===== src/hdl/flvd_pkg.sv =====
`default_nettype none

package flvd_pkg;

  localparam int QUEUE_DEPTH = 4;

  localparam logic [7:0] TAG_AUDIO = 8'd8;
  localparam logic [7:0] TAG_VIDEO = 8'd9;

  localparam logic [3:0] VCODEC_VP6    = 4'd4;
  localparam logic [3:0] VCODEC_VP6A   = 4'd5;
  localparam logic [3:0] VCODEC_AVC    = 4'd7;
  localparam logic [3:0] AFMT_AAC      = 4'd10;
  localparam logic [3:0] FRAME_KEY     = 4'd1;
  localparam logic [3:0] FRAME_COMMAND = 4'd5;

  localparam logic [7:0] PKT_TYPE_NALU = 8'd1;

  // header byte positions
  localparam logic [3:0] HIDX_TYPE    = 4'd4;
  localparam logic [3:0] HIDX_SIZE_HI = 4'd5;
  localparam logic [3:0] HIDX_SIZE_LO = 4'd7;
  localparam logic [3:0] HIDX_TS_HI   = 4'd8;
  localparam logic [3:0] HIDX_TS_LO   = 4'd10;
  localparam logic [3:0] HIDX_TS_EXT  = 4'd11;
  localparam logic [3:0] HIDX_LAST    = 4'd14;

  localparam logic [13:0] MS_TO_100NS = 14'd10000;

  typedef enum logic [4:0] {
    PH_HEADER  = 5'b00001,
    PH_FLAGS   = 5'b00010,
    PH_PREFIX  = 5'b00100,
    PH_PAYLOAD = 5'b01000,
    PH_SKIP    = 5'b10000
  } phase_e;

  typedef struct packed {
    logic [7:0] stream_byte;
    logic       restart;
  } in_word_t;

  typedef struct packed {
    logic [7:0]  payload_byte;
    logic        is_video;
    logic [45:0] start_time;
    logic        sync_point;
    logic [23:0] packet_length;
    logic        first_of_packet;
    logic        last_of_packet;
  } out_word_t;

  // classified payload byte, time still in ms
  typedef struct packed {
    logic [7:0]  payload_byte;
    logic        is_video;
    logic [31:0] time_ms;
    logic        sync_point;
    logic [23:0] packet_length;
    logic        first_of_packet;
    logic        last_of_packet;
  } item_t;

endpackage

`default_nettype wire


===== src/hdl/flvd_ifs.sv =====
`default_nettype none

interface flvd_in_if;
  logic               valid;
  logic               ready;
  flvd_pkg::in_word_t data;

  modport source (output valid, output data, input ready);
  modport sink (input valid, input data, output ready);
endinterface

interface flvd_out_if;
  logic                valid;
  logic                ready;
  flvd_pkg::out_word_t data;

  modport source (output valid, output data, input ready);
  modport sink (input valid, input data, output ready);
endinterface

`default_nettype wire


===== src/hdl/flvd_front.sv =====
`default_nettype none

module flvd_front (
  input  wire logic               clk_i,
  input  wire logic               rst_ni,
  input  wire logic               valid_i,
  input  wire flvd_pkg::in_word_t word_i,
  output logic                    ready_o,
  input  wire logic               full_i,
  output logic                    push_o,
  output flvd_pkg::item_t         item_o
);

  flvd_pkg::phase_e phase_q, phase_d, ph;
  logic [3:0]  hidx_q, hidx_d, hidx;
  logic [7:0]  tag_kind_q, tag_kind_d;
  logic [23:0] bytes_left_q, bytes_left_d, bl_dec;
  logic [31:0] time_q, time_d;
  logic [23:0] comp_q, comp_d;
  logic [3:0]  frame_q, frame_d;
  logic [3:0]  codec_q, codec_d, codec_new;
  logic [2:0]  pidx_q, pidx_d, pidx_inc;
  logic        first_q, first_d;
  logic [23:0] total_q, total_d;
  logic        accept, video, checks;
  logic [7:0]  b;

  function automatic logic [2:0] prefix_len(input logic vid, input logic [3:0] codec);
    logic [2:0] len;
    len = 3'd0;
    if (vid) begin
      if (codec == flvd_pkg::VCODEC_VP6) len = 3'd1;
      else if (codec == flvd_pkg::VCODEC_VP6A || codec == flvd_pkg::VCODEC_AVC) len = 3'd4;
    end else if (codec == flvd_pkg::AFMT_AAC) begin
      len = 3'd1;
    end
    return len;
  endfunction

  assign ready_o   = !full_i;
  assign accept    = valid_i && ready_o;
  assign b         = word_i.stream_byte;
  assign video     = (tag_kind_q == flvd_pkg::TAG_VIDEO);
  assign bl_dec    = bytes_left_q - 24'd1;
  assign pidx_inc  = pidx_q + 3'd1;
  assign codec_new = video ? b[3:0] : b[7:4];
  assign checks    = (video && codec_q == flvd_pkg::VCODEC_AVC) ||
                     (tag_kind_q == flvd_pkg::TAG_AUDIO && codec_q == flvd_pkg::AFMT_AAC);
  assign ph        = word_i.restart ? flvd_pkg::PH_HEADER : phase_q;
  assign hidx      = word_i.restart ? 4'd0 : hidx_q;

  always_comb begin
    item_o.payload_byte    = b;
    item_o.is_video        = video;
    item_o.time_ms         = time_q + {{8{comp_q[23]}}, comp_q};
    item_o.sync_point      = video ? (frame_q == flvd_pkg::FRAME_KEY) : 1'b1;
    item_o.packet_length   = total_q;
    item_o.first_of_packet = first_q;
    item_o.last_of_packet  = (bl_dec == 24'd0);
  end

  always_comb begin
    phase_d      = phase_q;
    hidx_d       = hidx_q;
    tag_kind_d   = tag_kind_q;
    bytes_left_d = bytes_left_q;
    time_d       = time_q;
    comp_d       = comp_q;
    frame_d      = frame_q;
    codec_d      = codec_q;
    pidx_d       = pidx_q;
    first_d      = first_q;
    total_d      = total_q;
    push_o       = 1'b0;
    if (accept) begin
      unique case (ph)
        flvd_pkg::PH_HEADER: begin
          if (hidx == flvd_pkg::HIDX_TYPE) begin
            tag_kind_d = b;
          end else if (hidx >= flvd_pkg::HIDX_SIZE_HI && hidx <= flvd_pkg::HIDX_SIZE_LO) begin
            bytes_left_d = {bytes_left_q[15:0], b};
          end else if (hidx >= flvd_pkg::HIDX_TS_HI && hidx <= flvd_pkg::HIDX_TS_LO) begin
            time_d = {8'd0, time_q[15:0], b};
          end else if (hidx == flvd_pkg::HIDX_TS_EXT) begin
            time_d = time_q | {b, 24'd0};
          end
          hidx_d  = hidx + 4'd1;
          phase_d = flvd_pkg::PH_HEADER;
          if (hidx == flvd_pkg::HIDX_LAST) begin
            hidx_d = 4'd0;
            comp_d = 24'd0;
            pidx_d = 3'd0;
            if (bytes_left_q == 24'd0) begin
              phase_d = flvd_pkg::PH_HEADER;
            end else if (tag_kind_q == flvd_pkg::TAG_AUDIO ||
                         tag_kind_q == flvd_pkg::TAG_VIDEO) begin
              phase_d = flvd_pkg::PH_FLAGS;
            end else begin
              phase_d = flvd_pkg::PH_SKIP;
            end
          end
        end
        flvd_pkg::PH_FLAGS: begin
          bytes_left_d = bl_dec;
          frame_d      = b[7:4];
          codec_d      = codec_new;
          if (bl_dec == 24'd0) begin
            phase_d = flvd_pkg::PH_HEADER;
            hidx_d  = 4'd0;
          end else if (video && b[7:4] == flvd_pkg::FRAME_COMMAND) begin
            phase_d = flvd_pkg::PH_SKIP;
          end else if (prefix_len(video, codec_new) != 3'd0) begin
            phase_d = flvd_pkg::PH_PREFIX;
            pidx_d  = 3'd0;
          end else begin
            phase_d = flvd_pkg::PH_PAYLOAD;
            total_d = bl_dec;
            first_d = 1'b1;
          end
        end
        flvd_pkg::PH_PREFIX: begin
          bytes_left_d = bl_dec;
          if (pidx_q == 3'd0 && checks && b != flvd_pkg::PKT_TYPE_NALU) begin
            if (bl_dec == 24'd0) begin
              phase_d = flvd_pkg::PH_HEADER;
              hidx_d  = 4'd0;
            end else begin
              phase_d = flvd_pkg::PH_SKIP;
            end
          end else begin
            if (pidx_q != 3'd0 && video && codec_q == flvd_pkg::VCODEC_AVC) begin
              comp_d = {comp_q[15:0], b};
            end
            pidx_d = pidx_inc;
            if (pidx_inc >= prefix_len(video, codec_q)) begin
              if (bl_dec == 24'd0) begin
                phase_d = flvd_pkg::PH_HEADER;
                hidx_d  = 4'd0;
              end else begin
                phase_d = flvd_pkg::PH_PAYLOAD;
                total_d = bl_dec;
                first_d = 1'b1;
              end
            end else if (bl_dec == 24'd0) begin
              phase_d = flvd_pkg::PH_HEADER;
              hidx_d  = 4'd0;
            end
          end
        end
        flvd_pkg::PH_PAYLOAD: begin
          push_o       = 1'b1;
          bytes_left_d = bl_dec;
          first_d      = 1'b0;
          if (bl_dec == 24'd0) begin
            phase_d = flvd_pkg::PH_HEADER;
            hidx_d  = 4'd0;
          end
        end
        flvd_pkg::PH_SKIP: begin
          if (bytes_left_q != 24'd0) bytes_left_d = bl_dec;
          if (bytes_left_q == 24'd0 || bl_dec == 24'd0) begin
            phase_d = flvd_pkg::PH_HEADER;
            hidx_d  = 4'd0;
          end
        end
        default: begin
          phase_d = flvd_pkg::PH_HEADER;
          hidx_d  = 4'd0;
        end
      endcase
    end
  end

  always_ff @(posedge clk_i or negedge rst_ni) begin
    if (!rst_ni) begin
      phase_q      <= flvd_pkg::PH_HEADER;
      hidx_q       <= 4'd0;
      tag_kind_q   <= 8'd0;
      bytes_left_q <= 24'd0;
      time_q       <= 32'd0;
      comp_q       <= 24'd0;
      frame_q      <= 4'd0;
      codec_q      <= 4'd0;
      pidx_q       <= 3'd0;
      first_q      <= 1'b1;
      total_q      <= 24'd0;
    end else begin
      phase_q      <= phase_d;
      hidx_q       <= hidx_d;
      tag_kind_q   <= tag_kind_d;
      bytes_left_q <= bytes_left_d;
      time_q       <= time_d;
      comp_q       <= comp_d;
      frame_q      <= frame_d;
      codec_q      <= codec_d;
      pidx_q       <= pidx_d;
      first_q      <= first_d;
      total_q      <= total_d;
    end
  end

endmodule

`default_nettype wire


===== src/hdl/flvd_queue.sv =====
`default_nettype none

module flvd_queue #(
  parameter int Depth = flvd_pkg::QUEUE_DEPTH
) (
  input  wire logic            clk_i,
  input  wire logic            rst_ni,
  input  wire logic            push_i,
  input  wire flvd_pkg::item_t wdata_i,
  input  wire logic            pop_i,
  output flvd_pkg::item_t      rdata_o,
  output logic                 empty_o,
  output logic                 full_o
);

  localparam int PtrW = (Depth > 1) ? $clog2(Depth) : 1;
  localparam int CntW = $clog2(Depth + 1);

  flvd_pkg::item_t mem_q [Depth];
  logic [PtrW-1:0] wr_ptr_q, rd_ptr_q;
  logic [CntW-1:0] cnt_q;

  assign empty_o = (cnt_q == CntW'(0));
  assign full_o  = (cnt_q == CntW'(Depth));
  assign rdata_o = mem_q[rd_ptr_q];

  always_ff @(posedge clk_i) begin
    if (push_i) mem_q[wr_ptr_q] <= wdata_i;
  end

  always_ff @(posedge clk_i or negedge rst_ni) begin
    if (!rst_ni) begin
      wr_ptr_q <= '0;
      rd_ptr_q <= '0;
      cnt_q    <= '0;
    end else begin
      if (push_i) begin
        wr_ptr_q <= (wr_ptr_q == PtrW'(Depth - 1)) ? '0 : wr_ptr_q + PtrW'(1);
      end
      if (pop_i) begin
        rd_ptr_q <= (rd_ptr_q == PtrW'(Depth - 1)) ? '0 : rd_ptr_q + PtrW'(1);
      end
      if (push_i && !pop_i) cnt_q <= cnt_q + CntW'(1);
      else if (pop_i && !push_i) cnt_q <= cnt_q - CntW'(1);
    end
  end

endmodule

`default_nettype wire


===== src/hdl/flvd_back.sv =====
`default_nettype none

module flvd_back (
  input  wire logic            clk_i,
  input  wire logic            rst_ni,
  input  wire logic            empty_i,
  input  wire flvd_pkg::item_t item_i,
  output logic                 pop_o,
  output logic                 valid_o,
  input  wire logic            ready_i,
  output flvd_pkg::out_word_t  word_o
);

  logic                valid_q;
  flvd_pkg::out_word_t word_q;

  assign pop_o   = !empty_i && (!valid_q || ready_i);
  assign valid_o = valid_q;
  assign word_o  = word_q;

  // ms to 100 ns: 32 x 14 constant multiply, registered
  always_ff @(posedge clk_i) begin
    if (pop_o) begin
      word_q.payload_byte    <= item_i.payload_byte;
      word_q.is_video        <= item_i.is_video;
      word_q.start_time      <= 46'(item_i.time_ms) * 46'(flvd_pkg::MS_TO_100NS);
      word_q.sync_point      <= item_i.sync_point;
      word_q.packet_length   <= item_i.packet_length;
      word_q.first_of_packet <= item_i.first_of_packet;
      word_q.last_of_packet  <= item_i.last_of_packet;
    end
  end

  always_ff @(posedge clk_i or negedge rst_ni) begin
    if (!rst_ni) begin
      valid_q <= 1'b0;
    end else if (pop_o) begin
      valid_q <= 1'b1;
    end else if (ready_i) begin
      valid_q <= 1'b0;
    end
  end

endmodule

`default_nettype wire


===== src/hdl/flv_tag_stream_demux.sv =====
// Channel    Dir  Word                          Payload
// stream_i   in   one FLV body byte             stream_byte, restart
// packet_o   out  one payload byte + metadata   payload_byte .. last_of_packet
//
// One body byte per clock while the queue is not full; a payload byte taken is
// written into the queue, then popped into the 100 ns multiply register on packet_o.
// Header, flags, prefix and skipped bytes give no word.
// Reset clears the parser to header collection and empties the queue.
// stream_i stalls only when the queue is full; packet_o back-pressure fills it.
`default_nettype none

module flv_tag_stream_demux #(
  parameter int QueueDepth = flvd_pkg::QUEUE_DEPTH
) (
  input  wire logic  clk_i,
  input  wire logic  rst_ni,
  flvd_in_if.sink    stream_i,
  flvd_out_if.source packet_o
);

  logic            push, pop, empty, full;
  flvd_pkg::item_t wr_item, rd_item;

  flvd_front u_front (
    .clk_i   (clk_i),
    .rst_ni  (rst_ni),
    .valid_i (stream_i.valid),
    .word_i  (stream_i.data),
    .ready_o (stream_i.ready),
    .full_i  (full),
    .push_o  (push),
    .item_o  (wr_item)
  );

  flvd_queue #(
    .Depth (QueueDepth)
  ) u_queue (
    .clk_i   (clk_i),
    .rst_ni  (rst_ni),
    .push_i  (push),
    .wdata_i (wr_item),
    .pop_i   (pop),
    .rdata_o (rd_item),
    .empty_o (empty),
    .full_o  (full)
  );

  flvd_back u_back (
    .clk_i   (clk_i),
    .rst_ni  (rst_ni),
    .empty_i (empty),
    .item_i  (rd_item),
    .pop_o   (pop),
    .valid_o (packet_o.valid),
    .ready_i (packet_o.ready),
    .word_o  (packet_o.data)
  );

endmodule

`default_nettype wire

===== src/flat_wrapper.sv =====
// flat-port wrapper written by rule: the top's interface ports become plain ports
module flv_tag_stream_demux_flat 
#(
  parameter int QueueDepth = flvd_pkg::QUEUE_DEPTH
)
  (clk_i, rst_ni, stream_i_valid, stream_i_data, stream_i_ready, packet_o_valid, packet_o_data, packet_o_ready);
  flvd_in_if stream_i_i ();
  flvd_out_if packet_o_i ();
  input  wire logic clk_i;
  input  wire logic rst_ni;
  input wire logic [$bits(stream_i_i.valid)-1:0] stream_i_valid;
  input wire logic [$bits(stream_i_i.data)-1:0] stream_i_data;
  output wire logic [$bits(stream_i_i.ready)-1:0] stream_i_ready;
  output wire logic [$bits(packet_o_i.valid)-1:0] packet_o_valid;
  output wire logic [$bits(packet_o_i.data)-1:0] packet_o_data;
  input wire logic [$bits(packet_o_i.ready)-1:0] packet_o_ready;
  assign stream_i_i.valid = stream_i_valid;
  assign stream_i_i.data = stream_i_data;
  assign stream_i_ready = stream_i_i.ready;
  assign packet_o_valid = packet_o_i.valid;
  assign packet_o_data = packet_o_i.data;
  assign packet_o_i.ready = packet_o_ready;
  flv_tag_stream_demux #(.QueueDepth(QueueDepth)) u_core (.clk_i(clk_i), .rst_ni(rst_ni), .stream_i(stream_i_i), .packet_o(packet_o_i));
endmodule

===== config.mk =====
export PLATFORM = sky130hd
export DESIGN_NAME = flv_tag_stream_demux_flat
export DESIGN_NICKNAME = d
export VERILOG_FILES = /design/src/hdl/flvd_pkg.sv /design/src/hdl/flvd_ifs.sv /design/src/hdl/flvd_front.sv /design/src/hdl/flvd_queue.sv /design/src/hdl/flvd_back.sv /design/src/hdl/flv_tag_stream_demux.sv /design/src/flat_wrapper.sv
export SDC_FILE = /design/constraint.sdc
export NUM_CORES = 1
export LEC_CHECK = 0
export BUFFER_PORTS_ARGS = -buffer_cell sky130_fd_sc_hd__buf_2
export CAP_MARGIN = 20
export CELL_PAD_IN_SITES_DETAIL_PLACEMENT = 1
export CELL_PAD_IN_SITES_GLOBAL_PLACEMENT = 2
export CORE_ASPECT_RATIO = 1.25
export CORE_UTILIZATION = 35
export CTS_BUF_LIST = sky130_fd_sc_hd__clkbuf_4 sky130_fd_sc_hd__clkbuf_8 sky130_fd_sc_hd__clkbuf_16
export DETAILED_ROUTE_END_ITERATION = 6
export HOLD_SLACK_MARGIN = 0.02
export PLACE_DENSITY = 0.76
export SYNTH_ARGS = -nofsm -noshare
export SYNTH_HDL_FRONTEND = slang
export SYNTH_SLANG_ARGS = --single-unit

===== constraint.sdc =====
create_clock -name clk_i -period 7.15 [get_ports clk_i]
set_input_delay 0.715 -clock clk_i [delete_from_list [all_inputs] [get_ports clk_i]]
set_output_delay 0.715 -clock clk_i [all_outputs]
set_load 0.05 [all_outputs]

After elaboration in Yosys (flattened, before gate mapping):

Memories as Yosys holds them, arrays and structs flattened.
Index checks and enable logic that the tools add are counted.

* bits in registers: 219
* latch bits: 0
* RAM bits: 272
* ROM bits: 0
* word-level logic and storage cells: 204
* memories: 1

* add/subtract/negate cells: 8
* multipliers: 1
* div/mod/pow operators: 0
* $lt $le $gt $ge: 5
* equal/unequal tests: 38
* shift operators: 0
* multiplexer cells: 76
* bitwise operators: 3
* reduce and logical (&&, ||, !) cells: 50

Memory list
* u_core.u_queue.mem_q: words 4, bits a word 68, read ports 1, clocked after Yosys merged registers in 0, wr ports 1, RTL line flvd_queue.sv:19 `flvd_pkg::item_t mem_q [Depth];`

Operators with widths (number)
* 2-to-1 mux 24 bit: 12
* one-hot mux 24 bit (2 select lines): 2
* one-hot mux 24 bit (3 select lines): 1
* 2-to-1 mux 32 bit: 2
* 2-to-1 mux 3 bit: 20
* 2-to-1 mux 5 bit: 11
* zero test 24 bit: 2
* multiplier 32 x 10 -> 42 bit (second input constant): 1
* adder 32 bit: 1
* == test 4 x 3 -> 1 bit (second input constant): 8
* bitwise OR 32 bit: 1
* 2-to-1 mux 4 bit: 7
* inequality test 2 bit (second input constant): 13
* one-hot mux 5 bit (5 select lines): 1
* nonzero test 24 bit: 1
* subtractor 24 x 1 -> 24 bit (second input constant): 1
* == test 4 bit (second input constant): 4
* == test 8 x 4 -> 1 bit (second input constant): 2
* AND reduction 8 bit: 2
* 2-to-1 mux 1 bit: 15
* AND reduction 5 bit: 3
* nonzero test 3 bit: 5
* logical AND 1 bit: 13
* one-hot mux 4 bit (3 select lines): 1
* other kinds (31): 52

Longest topological paths before layout:

* depth after elaboration: 16
* gate-level depth with buffers: 24

Modules after synthesis:

Synthesis repeated with hierarchy kept, for this count alone.

* cell total of the unflattened synthesis: 2058
* area total of the unflattened synthesis: 26559.2 µm²

Modules (own cells, without submodules)
* flvd_queue: times used 1, cells an instance 393, area an instance 10304.9 µm², seq. area each 8343.0 µm²
* flvd_front: times used 1, cells an instance 946, area an instance 8519.4 µm², seq. area each 3330.7 µm²
* flvd_back: times used 1, cells an instance 719, area an instance 7734.9 µm², seq. area each 2367.3 µm²

Worst setup path after synthesis:

OpenSTA, ideal clock, no wires.

* path type: flip-flop to flip-flop
* from: register u_core.u_queue.rd_ptr_q[0]
* to: register u_core.u_back.word_q, in the netlist u_core.u_back.word_o[71], data pin
* setup time: 265 ps
* arrival: 6640 ps
* required time: 6885 ps
* slack: 246 ps
* stages on the path, launching flop included: 25
* path buffers: 3
* period minus slack after synthesis: 6904 ps
* path through: dfrtp_1 clkbuf_1 clkbuf_1 buf_1 mux4_2 ha_1 xor2_1 ha_1 inv_1 fa_1 inv_1 ha_1 inv_1 fa_1 inv_1 ha_1 o211a_1 o21a_1 a211oi_1 o31ai_1 a311oi_1 o211ai_1 a211oi_1 or3b_2 nand3_1

* cells in the longest elaborated chain, start to end: 2

Ends and longest elaborated chain
* start, declared: RTL line flvd_queue.sv:20 `logic [PtrW-1:0] wr_ptr_q, rd_ptr_q;`
* start signal, assigned: RTL line flvd_queue.sv:41 `rd_ptr_q <= (rd_ptr_q == PtrW'(Depth - 1)) ? '0 : rd_ptr_q + PtrW'(1);`
* memory (4 x 68 bit)
* multiplier 32 x 10 -> 42 bit: RTL line flvd_back.sv:26 `word_q.start_time <= 46'(item_i.time_ms) * 46'(flvd_pkg::MS_TO_100NS);`
* end, declared: RTL line flvd_back.sv:15 `flvd_pkg::out_word_t word_q;`

No other way between the ends.
A chain may end at the register's enable or synchronous reset.

Worst setup path in the final report:

* from: register u_core.u_queue.rd_ptr_q[0]
* to: register u_core.u_back.word_q, in the netlist u_core.u_back.word_o[72], data pin

Same word-level chain as after synthesis.

==> flow_summary.ini <==
[status]
outcome = complete, but fails checks
failed_checks = design-rule violations

[synth]
yosysWarnings = 0
yosys_register_bits = 491
ys_async_sr_fraction_pct = 28.7
syn-mean-instance-area_sq_um = 13.4
yosysMostFrequentCell = edfxtp_1
synthFlopType = edfxtp_1
synth_compound_area_share_pct = 9.47
yosysUniqueCellTypes = 80
synth_top_family_by_area = adder cells
synth_xor_area_share_pct = 3.04
synth_mux_area_share_pct = 9.56
yosysTopAreaCell = edfxtp_1
yosysSeqAreaShare_pct = 53.5
synth_area_leaders = edfxtp_1, dfrtp_1, ha_1, mux4_2, fa_1
synthSimpleGateAreaFrac_pct = 6.56
yosys.area_share.adder_pct = 13.7
synthCells = 1962
synth_area_sq_um = 26200
yosys.area.top_type_share_pct = 40.1
synth_edf_count = 350
synth_common_cells = edfxtp_1, inv_1, ha_1, dfrtp_1, a21oi_1

[setup_path]
regToRegEndpoint = u_core.u_back.word_o[72]
cp.required_ps = 7490
crit_family = adder cells
path_max_fanout = 14
path_cells = buf_16 > mux4_2 > ha_1 > xor2_1 > ha_1 > fa_1 > ha_1 > inv_1 > fa_1 > inv_1 > ha_1 > and4_1 > nand4_1 > o22ai_1 > a211oi_1 > a21oi_1 > a2111oi_1 > o21bai_1 > a21oi_1 > xnor2_1
cpPeakStageDelay_ps = 640
arrival_ps = 7120
crit_type = reg -> reg
r2r_slack_ps = 370
start_kind = flip-flop
worstSetupEndpointType = flip-flop
rr_startpoint = u_core.u_queue.rd_ptr_q[0]
critPathBufInv = 3
crit_top_cell = ha_1
rr_worst_depth = 20
cp_slowest_cell = dfrtp_4

[global_route]
grt_pass1_vias = 17400
met1_usage_pct = 19.1
grt-ovfl-total = 0
grt_max_degree = 81
grt_pass1_wl_um = 97100
grt_antenna_before_repair = 1
grt_usage_pct = 16.3
use_met2_pct = 30.3
busiest_layer = met2
met3_usage_pct = 2.21

[floorplanning]
row_count = 111
initial_core_util_pct = 35.6
die_area_sq_um = 76000
ios = 97
die_h_um = 308
core_sq_um = 73700
die_w_um = 247

[placed_design]
hpwl_um = 43100
dp_worst_setup_slack_ps = 220
place_inst = 2967
gp_congestion = 0.844
portBuffers = 92

[routing]
ant_nets = 0
route.vias.total = 15800
wl_per_cell_um = 19.9
firstDrtPassIters = 6
drc = 17
viasPerCell = 5.16
drt_iter0_markers = 567
wl_um = 60800

[timing]
finClkSkew_ps = 59.1
rsz0062_at_grt = no
worst_pin_slew_ps = 1030
timing.final.crit_share_pct = 94.9
final-max-slew-violation-count = 0
fin_ws_ps = 368
timing.fmax_mhz = 147
setup_viol = 0
fin_crit_ps = 6780
hold_viol = 0
slew_headroom_pct = 31.1
setup_tns_ps = 0

[layout]
n_fill_cell = 7629
fin_util_pct = 40.2
finalNetCount = 2319
antennaDiodeCount = 0
layout-drive-gt1-share_pct = 17.0
syn2layout_area_growth_pct = 13.0
final_cells = 3062

[clocking]
clk-insertion-delay-late_ps = 640
cts_buffer_depth = 3
holdBufCountCts = 0
cts_tree = yes
cts_sinks = 491
clkTransAtPathRegs_ps = 70
cts_max_level = 2
cts_buffers = 50
cts_root_buf = clkbuf_16

[run]
maxCapViolations = 0

[min_path]
min_path_type = in -> async
==> worst max-delay path by stage <==
stage                                from                       end  slack (ps)  cells past startpoint
2_1_floorplan  u_core.u_queue.rd_ptr_q[0]  u_core.u_back.word_o[71]         250                     24
3_3_place_gp   u_core.u_queue.rd_ptr_q[0]  u_core.u_back.word_o[72]         360                     19
3_5_place_dp   u_core.u_queue.rd_ptr_q[0]  u_core.u_back.word_o[72]         220                     19
4_1_cts        u_core.u_queue.rd_ptr_q[0]  u_core.u_back.word_o[72]         140                     19
5_1_grt        u_core.u_queue.rd_ptr_q[0]  u_core.u_back.word_o[72]          60                     19
6_report       u_core.u_queue.rd_ptr_q[0]  u_core.u_back.word_o[72]         370                     20
==> worst reg2reg max path: cells and delay by family, from the launching register on <==
| kind | cells | cell delay [ps] |
|---|---|---|
| fa+ha+maj | 6 | 2400 |
| flops | 1 | 640 |
| mux | 1 | 630 |
| compound gates | 6 | 1900 |
| buf+inv | 3 | 300 |
| xor+xnor | 2 | 260 |
| simple gates | 2 | 370 |
==> cell families after synthesis <==
group / Yosys count
AO/OA/AOI/OAI: 382
buffers and inverters: 271
flip-flops: 491
multiplexers: 139
XOR/XNOR: 91
other: 1
AND/OR/NAND/NOR: 341
adder cells (fa/ha/maj): 246
==> cell usage in the layout (no fill, tap or decap), types with 57 or more instances in the layout <==
cell      count
ha_1        177
inv_1       199
fa_1         69
mux4_2       83
a21o_1       57
nand2_1      66
dfrtp_1     137
nor2_1       98
buf_2        91
o21ai_0      78
edfxtp_1    350
a21oi_1     110
==> flip-flops by register name (all words and copies together) (netlist names), 2 cells and up <==
signal,cells
u_core.u_front.hidx_q,4
u_core.u_queue.rd_ptr_q,2
u_core.u_front.phase_q,5
u_core.u_front.comp_q,24
u_core.u_front.time_q,32
u_core.u_queue.mem_q,272
u_core.u_front.frame_q,4
u_core.u_queue.cnt_q,3
u_core.u_front.codec_q,4
u_core.u_front.tag_kind_q,8
u_core.u_queue.wr_ptr_q,2
u_core.u_front.bytes_left_q,24
u_core.u_back.word_o,78
u_core.u_front.pidx_q,3
u_core.u_front.total_q,24
==> metrics by stage <==
stage / area (sq um) / hold slack [ps]
2_1_floorplan: 26200 / 419
3_3_place_gp: 27800 / 481
3_5_place_dp: 27800 / 495
4_1_cts: 29600 / 102
5_1_grt: 29600 / 142
6_report: 29600 / 95.9
==> area by class of cell <==
class	count	area [sq um]	share of cell area (%)
Multi-Input combinational cell	1203	11100	37.6
Timing Repair Buffer	115	672	2.27
Inverter	199	747	2.52
Tap cell	960	1200	4.05
Sequential cell	491	14000	47.4
Clock inverter	32	423	1.43
Clock buffer	62	1390	4.69
==> per-layer routing <==
metal	vias to the layer above	part of all wire (%)
li1	7427	-
met4	2	2.8
met2	212	53
met3	98	2.9
met5	-	0.016
met1	8076	41
==> timing repair <==
| action | in CTS | in global routing |
|---|---|---|
| gates resized for setup | 0 | 1 |
| setup buffers | 0 | 1 |
| setup endpoints to repair | 0 | 2 |
Power is left out: the tool's default activity adds up to more than one toggle a clock period on the data nets, which glitch-free logic cannot reach.
